$ cat config.mk
export PLATFORM = sky130hd
export DESIGN_NAME = bpa_ctrl
export DESIGN_NICKNAME = d
export VERILOG_FILES = /design/src/rtl/bpa_pkg.sv /design/src/rtl/bpa_ctrl.sv
export SDC_FILE = /design/constraint.sdc
export NUM_CORES = 1
export LEC_CHECK = 0
export BUFFER_PORTS_ARGS = -buffer_cell sky130_fd_sc_hd__buf_2
export CORE_MARGIN = 1
export CORE_UTILIZATION = 40
export CTS_CLUSTER_DIAMETER = 40
export CTS_CLUSTER_SIZE = 30
export DETAILED_ROUTE_END_ITERATION = 10
export PLACE_DENSITY = 0.7
export SYNTH_ARGS = -nofsm -noshare
export SYNTH_HDL_FRONTEND = slang
export SYNTH_SLANG_ARGS = --single-unit
export TNS_END_PERCENT = 5
$ cat constraint.sdc
create_clock -name clk -period 3.6 [get_ports clk]
set_input_delay 0.72 -clock clk [delete_from_list [all_inputs] [get_ports clk]]
set_output_delay 0.72 -clock clk [all_outputs]
set_load 0.01 [all_outputs]
$ cat src/rtl/bpa_pkg.sv
package bpa_pkg;

  // Default sizing of the page space
  localparam int TOTAL_PAGES_DEF = 4096;
  localparam int ORDER_COUNT_DEF = 11;

  // Free map storage word
  localparam int MAP_W = 32;

  // Field widths
  localparam int OP_W        = 2;
  localparam int CNT_W       = 11;
  localparam int ADDR_W      = 12;
  localparam int FREE_W      = 13;
  localparam int ST_W        = 2;
  localparam int CFG_W       = 13;
  localparam int IN_TDATA_W  = 32;
  localparam int OUT_TDATA_W = 32;

  // managed_pages after reset
  localparam int CFG_RESET = 4096;

  // Operation codes
  localparam logic [OP_W-1:0] OP_ALLOC = 2'd0;
  localparam logic [OP_W-1:0] OP_FREE  = 2'd1;
  localparam logic [OP_W-1:0] OP_INIT  = 2'd2;

  // Result status codes
  localparam logic [ST_W-1:0] ST_OK      = 2'd0;
  localparam logic [ST_W-1:0] ST_NOSPACE = 2'd1;
  localparam logic [ST_W-1:0] ST_BAD     = 2'd2;

  // Datapath commands
  typedef enum logic [3:0] {
    CMD_NONE,
    CMD_LATCH,
    CMD_SWEEP_START,
    CMD_SWEEP_STEP,
    CMD_ALLOC_START,
    CMD_ALLOC_CHK,
    CMD_SPLIT_WR,
    CMD_FREE_START,
    CMD_FREE_CHK,
    CMD_MERGE_CHK,
    CMD_RESPOND
  } dp_cmd_t;

  typedef struct packed {
    dp_cmd_t         cmd;
    logic [ST_W-1:0] resp_status;
    logic            resp_grant;
  } dp_ctl_t;

  typedef struct packed {
    logic [OP_W-1:0] op;
    logic            alloc_bad;
    logic            free_bad;
    logic            last;        // sweep or scan finished on this step
    logic            hit;         // scanned word had a relevant free bit
    logic            split_more;  // another split level follows
    logic            merge_more;  // merge continues one order up
    logic            out_busy;    // result register still held
  } dp_sts_t;

  // Map words holding order o (at least one)
  function automatic int map_words(int total, int o);
    return ((total >> o) + MAP_W - 1) / MAP_W;
  endfunction

  // First map word of order o
  function automatic int map_base(int total, int o);
    int acc;
    acc = 0;
    for (int q = 0; q < o; q++) acc += map_words(total, q);
    return acc;
  endfunction

endpackage

$ cat src/rtl/bpa_ctrl.sv
module bpa_ctrl (
  input  logic             clk,
  input  logic             rst_n,
  input  logic             in_tvalid,
  output logic             in_tready,
  input  bpa_pkg::dp_sts_t sts,
  output bpa_pkg::dp_ctl_t ctl
);

  typedef enum logic [11:0] {
    S_IDLE   = 12'b0000_0000_0001,
    S_DECODE = 12'b0000_0000_0010,
    S_SWEEP  = 12'b0000_0000_0100,
    S_A_RD   = 12'b0000_0000_1000,
    S_A_CHK  = 12'b0000_0001_0000,
    S_SP_RD  = 12'b0000_0010_0000,
    S_SP_WR  = 12'b0000_0100_0000,
    S_F_RD   = 12'b0000_1000_0000,
    S_F_CHK  = 12'b0001_0000_0000,
    S_M_RD   = 12'b0010_0000_0000,
    S_M_CHK  = 12'b0100_0000_0000,
    S_RESP   = 12'b1000_0000_0000
  } state_t;

  state_t                   state_r, state_nxt;
  logic                     pend_r, pend_nxt;
  logic [bpa_pkg::ST_W-1:0] st_r, st_nxt;
  logic                     gr_r, gr_nxt;

  // Sequencing of one item
  always_comb begin
    state_nxt       = state_r;
    pend_nxt        = pend_r;
    st_nxt          = st_r;
    gr_nxt          = gr_r;
    in_tready       = 1'b0;
    ctl.cmd         = bpa_pkg::CMD_NONE;
    ctl.resp_status = st_r;
    ctl.resp_grant  = gr_r;

    unique case (state_r)
      S_IDLE: begin
        in_tready = 1'b1;
        if (in_tvalid) begin
          ctl.cmd   = bpa_pkg::CMD_LATCH;
          state_nxt = S_DECODE;
        end
      end
      S_DECODE: begin
        gr_nxt = 1'b0;
        priority if (sts.op == bpa_pkg::OP_ALLOC && !sts.alloc_bad) begin
          ctl.cmd   = bpa_pkg::CMD_ALLOC_START;
          state_nxt = S_A_RD;
        end else if (sts.op == bpa_pkg::OP_FREE && !sts.free_bad) begin
          ctl.cmd   = bpa_pkg::CMD_FREE_START;
          state_nxt = S_F_RD;
        end else if (sts.op == bpa_pkg::OP_INIT) begin
          ctl.cmd   = bpa_pkg::CMD_SWEEP_START;
          pend_nxt  = 1'b1;
          state_nxt = S_SWEEP;
        end else begin
          st_nxt    = bpa_pkg::ST_BAD;
          state_nxt = S_RESP;
        end
      end
      S_SWEEP: begin
        ctl.cmd = bpa_pkg::CMD_SWEEP_STEP;
        if (sts.last) begin
          pend_nxt  = 1'b0;
          st_nxt    = bpa_pkg::ST_OK;
          state_nxt = pend_r ? S_RESP : S_IDLE;
        end
      end
      S_A_RD: state_nxt = S_A_CHK;
      S_A_CHK: begin
        ctl.cmd = bpa_pkg::CMD_ALLOC_CHK;
        if (sts.hit) begin
          st_nxt    = bpa_pkg::ST_OK;
          gr_nxt    = 1'b1;
          state_nxt = sts.split_more ? S_SP_RD : S_RESP;
        end else if (sts.last) begin
          st_nxt    = bpa_pkg::ST_NOSPACE;
          state_nxt = S_RESP;
        end else begin
          state_nxt = S_A_RD;
        end
      end
      S_SP_RD: state_nxt = S_SP_WR;
      S_SP_WR: begin
        ctl.cmd   = bpa_pkg::CMD_SPLIT_WR;
        state_nxt = sts.split_more ? S_SP_RD : S_RESP;
      end
      S_F_RD: state_nxt = S_F_CHK;
      S_F_CHK: begin
        ctl.cmd = bpa_pkg::CMD_FREE_CHK;
        priority if (sts.hit) begin
          st_nxt    = bpa_pkg::ST_BAD;
          state_nxt = S_RESP;
        end else if (sts.last) begin
          state_nxt = S_M_RD;
        end else begin
          state_nxt = S_F_RD;
        end
      end
      S_M_RD: state_nxt = S_M_CHK;
      S_M_CHK: begin
        ctl.cmd = bpa_pkg::CMD_MERGE_CHK;
        if (sts.merge_more) begin
          state_nxt = S_M_RD;
        end else begin
          st_nxt    = bpa_pkg::ST_OK;
          state_nxt = S_RESP;
        end
      end
      S_RESP: begin
        if (!sts.out_busy) begin
          ctl.cmd   = bpa_pkg::CMD_RESPOND;
          state_nxt = S_IDLE;
        end
      end
      default: state_nxt = S_IDLE;
    endcase
  end

  // Reset enters the map rebuild with no result owed
  always_ff @(posedge clk) begin
    if (!rst_n) begin
      state_r <= S_SWEEP;
      pend_r  <= 1'b0;
    end else begin
      state_r <= state_nxt;
      pend_r  <= pend_nxt;
    end
  end

  always_ff @(posedge clk) begin
    st_r <= st_nxt;
    gr_r <= gr_nxt;
  end

endmodule

Word-level counts from Yosys, hierarchy flattened
Cells that the tools add are included.
Storage, ports and cells
  output and inout port bits: 8
  bits of input ports: 12
  memories kept: 0
  bits in latches: 0
  register bits: 16
  ROM bits: 0
  word-level logic and storage cells: 78
  bits in writable memories: 0
Cells by class
  divide/modulo/power cells: 0
  multipliers: 0
  mux-type cells: 37
  add/subtract/negate cells: 0
  reduce and logical (&&, ||, !) cells: 12
  equal/unequal tests: 25
  order comparisons: 0
  bitwise gates (word level): 0
  shift operators: 0
Operators by type and width (count)
  $mux W12: 12
  $pmux W12 S12: 1
  $pmux W4 S8: 1
  $ne A2 B2 Y1 const B: 10
  $mux W2: 9
  $eq A12 B1 Y1 const B: 1
  $eq A12 B10 Y1 const B: 1
  $eq A12 B11 Y1 const B: 1
  $eq A12 B12 Y1 const B: 1
  $eq A12 B2 Y1 const B: 1
  $eq A12 B3 Y1 const B: 1
  $eq A12 B4 Y1 const B: 1
  $eq A12 B5 Y1 const B: 1
  $eq A12 B6 Y1 const B: 1
  $eq A12 B7 Y1 const B: 1
  $eq A12 B8 Y1 const B: 1
  $eq A12 B9 Y1 const B: 1
  $mux W10: 1
  $pmux W2 S5: 1
  $reduce_and A8 Y1: 1
  $mux W1: 7
  $mux W3: 2
  $reduce_and A5 Y1: 1
  $reduce_bool A5 Y1: 1
  other kinds (11): 15

Depth between registers and ports, before layout
  depth after elaboration: 5
  gate-level depth with buffers: 7
  mapped depth without buffers: 5

Worst setup path before layout
OpenSTA, ideal clock, no wires.
  kind: register to output
  from: reg state_r[0]
  to: out ctl[3] (netlist bit)
  cell stages (with the launch flop): 8
  data required time: 2880 ps
  arrival: 1843 ps
  path buffers: 2
  path slack: 1037 ps
  cell sequence: dfxtp_1 > buf_6 > or4_4 > or3_1 > buf_6 > nor3_2 > nor3_1 > o311ai_1
RTL lines
  start, declared: RTL line bpa_ctrl.sv:25  | state_t state_r, state_nxt;
  start signal, assigned: RTL line bpa_ctrl.sv:131  | state_r <= state_nxt;
  end, declared: RTL line bpa_ctrl.sv:7  | output bpa_pkg::dp_ctl_t ctl

==> metrics.md <==
| Metric | Value |
|---|---|
| DR pass1 iterations | 4 |
| Clk sinks | 16 |
| All-Layer GR Usage | approximately a fifth |
| Via count | 1,191 |
| Grt ovf | 0 |
| Static Leak | roughly 0.52 nW |
| Hold Crit Class | register to register |
| Main combinational cell family by area after synthesis | simple AND/OR/NAND/NOR gates |
| Count of input and output buffers | 19 |
| CTS Root Cell | clkbuf_4 |
| Place WS | 798 ps |
| Share of cells above drive strength 1 | around a fifth |
| Netlist cell types | 51 |
| Routability cong. | 0.877 |
| Multiplexer area fraction after synthesis | 0% |
| Syn_nets | 160 |
| IO Pins | 20 |
| DP HPWL | ~2.3 mm |
| Syn_area_per_cell | 7.97 um^2 |
| Setup TNS | 0 ps |
| First-pass GRT wire length | about 5 mm |
| Fin. max-slew vios | 0 |
| Synthesized area | between 1000 and 1500 um^2 |
| CTS buffer count | 3 |
| Critical setup path kind | register to primary output |
| Post-route minimum period | 3140 ps |
| Final ANT Viol Nets | 0 |
| WL per Instance | 15.9 um |
| EDFF count, synth | 3 |
| Detail-routed via count per cell | 6.30 |
| Sequential area share after synthesis | between 20% and 30% |
| Vias in the first global route | roughly 1,100 |
| Synth top area share | approximately 22% |
| Final WS setup | about 460 ps |
| Yosys reg bits | 16 |
| Synth Area in XOR/XNOR | between 2 and 3% |
| Core Area | around 2800 um^2 |
| Clock Latency Late Sink | ~300 ps |
| Slowest stage cell, crit path | or4_4 |
| Final period util | roughly 87% |
| Drt total wl | approximately 3 mm |
| Leading area contributor after synthesis | dfxtp_1 |
| Mapped Cells | between 100 and 150 |
| Cts hold-fix bufs | 0 |
| CP Capture Type | primary output |
| Fin nets | approximately 170 |
| Max capacitance violation total | 0 |
| Relative slew margins | around three fifths |
| Final hold vios | 0 |
| Row cnt | 19 |
| P per Cell Area | ~320 nW/um^2 |
| Critical-path cell list | or4_4, or3_1, nor3_2, nor3_1, o311ai_1, buf_2 |
| Initial Utilization | between 40% and 50% |
| Die ar. | between 3000 and 4000 um^2 |
| Post-synth ARST share | 0% |
| Yosys Warn Count | 0 |
| Die Span Y | between 50 and 60 um |
| Longest Clk Path Bufs | 2 |
| TritonCTS clock tree | yes |
| Final number of setup-violating endpoints | 0 |
| Post-CTS setup buffer count | 0 |
| Diodes inserted | 0 |
| Ys flop type | dfxtp_1 |
| Complex-gate fraction of the synthesized area | 22.3% |
| P&R area growth vs syn | 8.48% |
| DRC | 0 |
| Synth Area in Adders | 0% |
| Worst EP required | approximately 2900 ps |
| Post_cts resized | 0 |
| Status | complete, no violations |
| Antenna violations before repair | 0 |
| RSZ-0062 raised after global routing | no |
| CP arrival | approximately 2400 ps |
| Slew @ Worst Pin | 579 ps |
| Peak Freq | roughly 320 MHz |
| Worst Skew | 5.51 ps |
| Critical path launch point type | register |
| Simple-Gate Fraction of Synth Area | a little under two fifths |
| Buffers and inverters on the worst path | 1 |
| CP top delay family | simple AND/OR/NAND/NOR gates |
| Largest cells by area after synthesis | dfxtp_1 22%, edfxtp_1 7.6%, nor2_1 5.7% |
| Fillcell total | about 280 |
| Pin count of the biggest net entering global routing | 13 |
| Clk slew on worst S/H paths | about 90 ps |
| DRT iter0 DRCs | 63 |
| H-tree depth | 1 |
| Largest stage delay, worst path | slightly below 600 ps |
| Die width | about 56 um |
| CP max FO | 12 |
| Max VDD drop | roughly 0.00026 V |
[cell type report]
class	instances	area [um^2]	area share, %
flip-flops and latches	16	350	27.4
clock buffers	4	36.3	2.83
well taps	31	38.8	3.03
multi-input cells	114	737	57.6
inverters	4	15.0	1.17
repair buffers	20	103	8.02
[where the power goes]
part / switching (mW) / total, mW / leakage (nW) / internal [mW]
logic: 0.0517 / 0.0872 / 0.370 / 0.0356
clock network: 0.0611 / 0.123 / 0.0210 / 0.0617
registers: 0.00784 / 0.197 / 0.132 / 0.189
total: 0.121 / 0.407 / 0.523 / 0.286
[state kept, by name, indices dropped and copies added (netlist names)]
signal and flops:
state_r 12, gr_r 1, pend_r 1, st_r 2
[tightest hold or removal path, delay by kind of cell, from the launching register on]
kind / cells / cell delay, ps
flops: 1 / 360
simple gates: 1 / 50
compound gates: 1 / 130
[worst paths after layout]
path         slack [ps]               startpoint  cells after the start                   to
max                 460  state_r[1]$_SDFFE_PN0P_                      6               ctl[3]
min                 570      pend_r$_SDFFE_PN0P_                      2  pend_r$_SDFFE_PN0P_
max reg2reg        1020  state_r[8]$_SDFFE_PN0P_                      5    st_r[1]$_DFFE_PP_
min reg2reg         570      pend_r$_SDFFE_PN0P_                      2  pend_r$_SDFFE_PN0P_
[layer usage]
metal  part of all wire, %  vias up  GRT usage (%)  wire length [um]
met1                    43      551           26.7              1310
met5                     0        -              0                 0
met4                   2.3        0           9.41                70
met3                   7.0        8           5.07               210
met2                    47       56           32.0              1420
li1                      -      576              -                 -
[placed cells by master (no fill, tap or decap), types with 3 or more instances in the layout]
cell type  instances
buf_2             19
nor2_1            18
dfxtp_1           13
nand2_1           11
nor3_1            10
nor4_1             6
a21oi_1            6
o21ai_0            5
nand2b_1           4
inv_1              4
nor3_2             3
nor2b_1            3
nand3_1            3
xor2_1             3
clkbuf_4           3
edfxtp_1           3
[Yosys cell counts (all sizes together) (3+ instances only)]
master / instances
buf: 7
edfxtp: 3
nor3: 13
or4: 3
o21ai: 5
nand2b: 4
dfxtp: 13
xor2: 3
a21oi: 6
clkbuf: 7
nor2b: 3
nand3: 3
nor2: 18
nor4: 7
inv: 4
nand2: 11
[cells by family (layout without fill, tap and decap cells)]
kind of cell,after synthesis,count (layout)
buffers and inverters,18,28
xor gates and xnor gates,4,4
AOI/OAI and AO/OA,34,34
DFF,16,16
and+or+nand+nor,76,76
[stage by stage]
| step | power, mW | hold WS (ps) | instances | instance area [um^2] | utilization [%] |
|---|---|---|---|---|---|
| 3_5_place_dp | 0.288 | 550 | 185 | 1240 | 44.7 |
| 5_1_grt | 0.428 | 613 | 189 | 1280 | 46.0 |
| 4_1_cts | 0.410 | 568 | 189 | 1280 | 46.0 |
| 3_3_place_gp | 0.286 | 545 | 185 | 1240 | 44.7 |
| 6_report | 0.407 | 572 | 189 | 1280 | 46.0 |
| 2_1_floorplan | 0.264 | 502 | 148 | 1180 | - |
(Power assumes the default switching activity.)
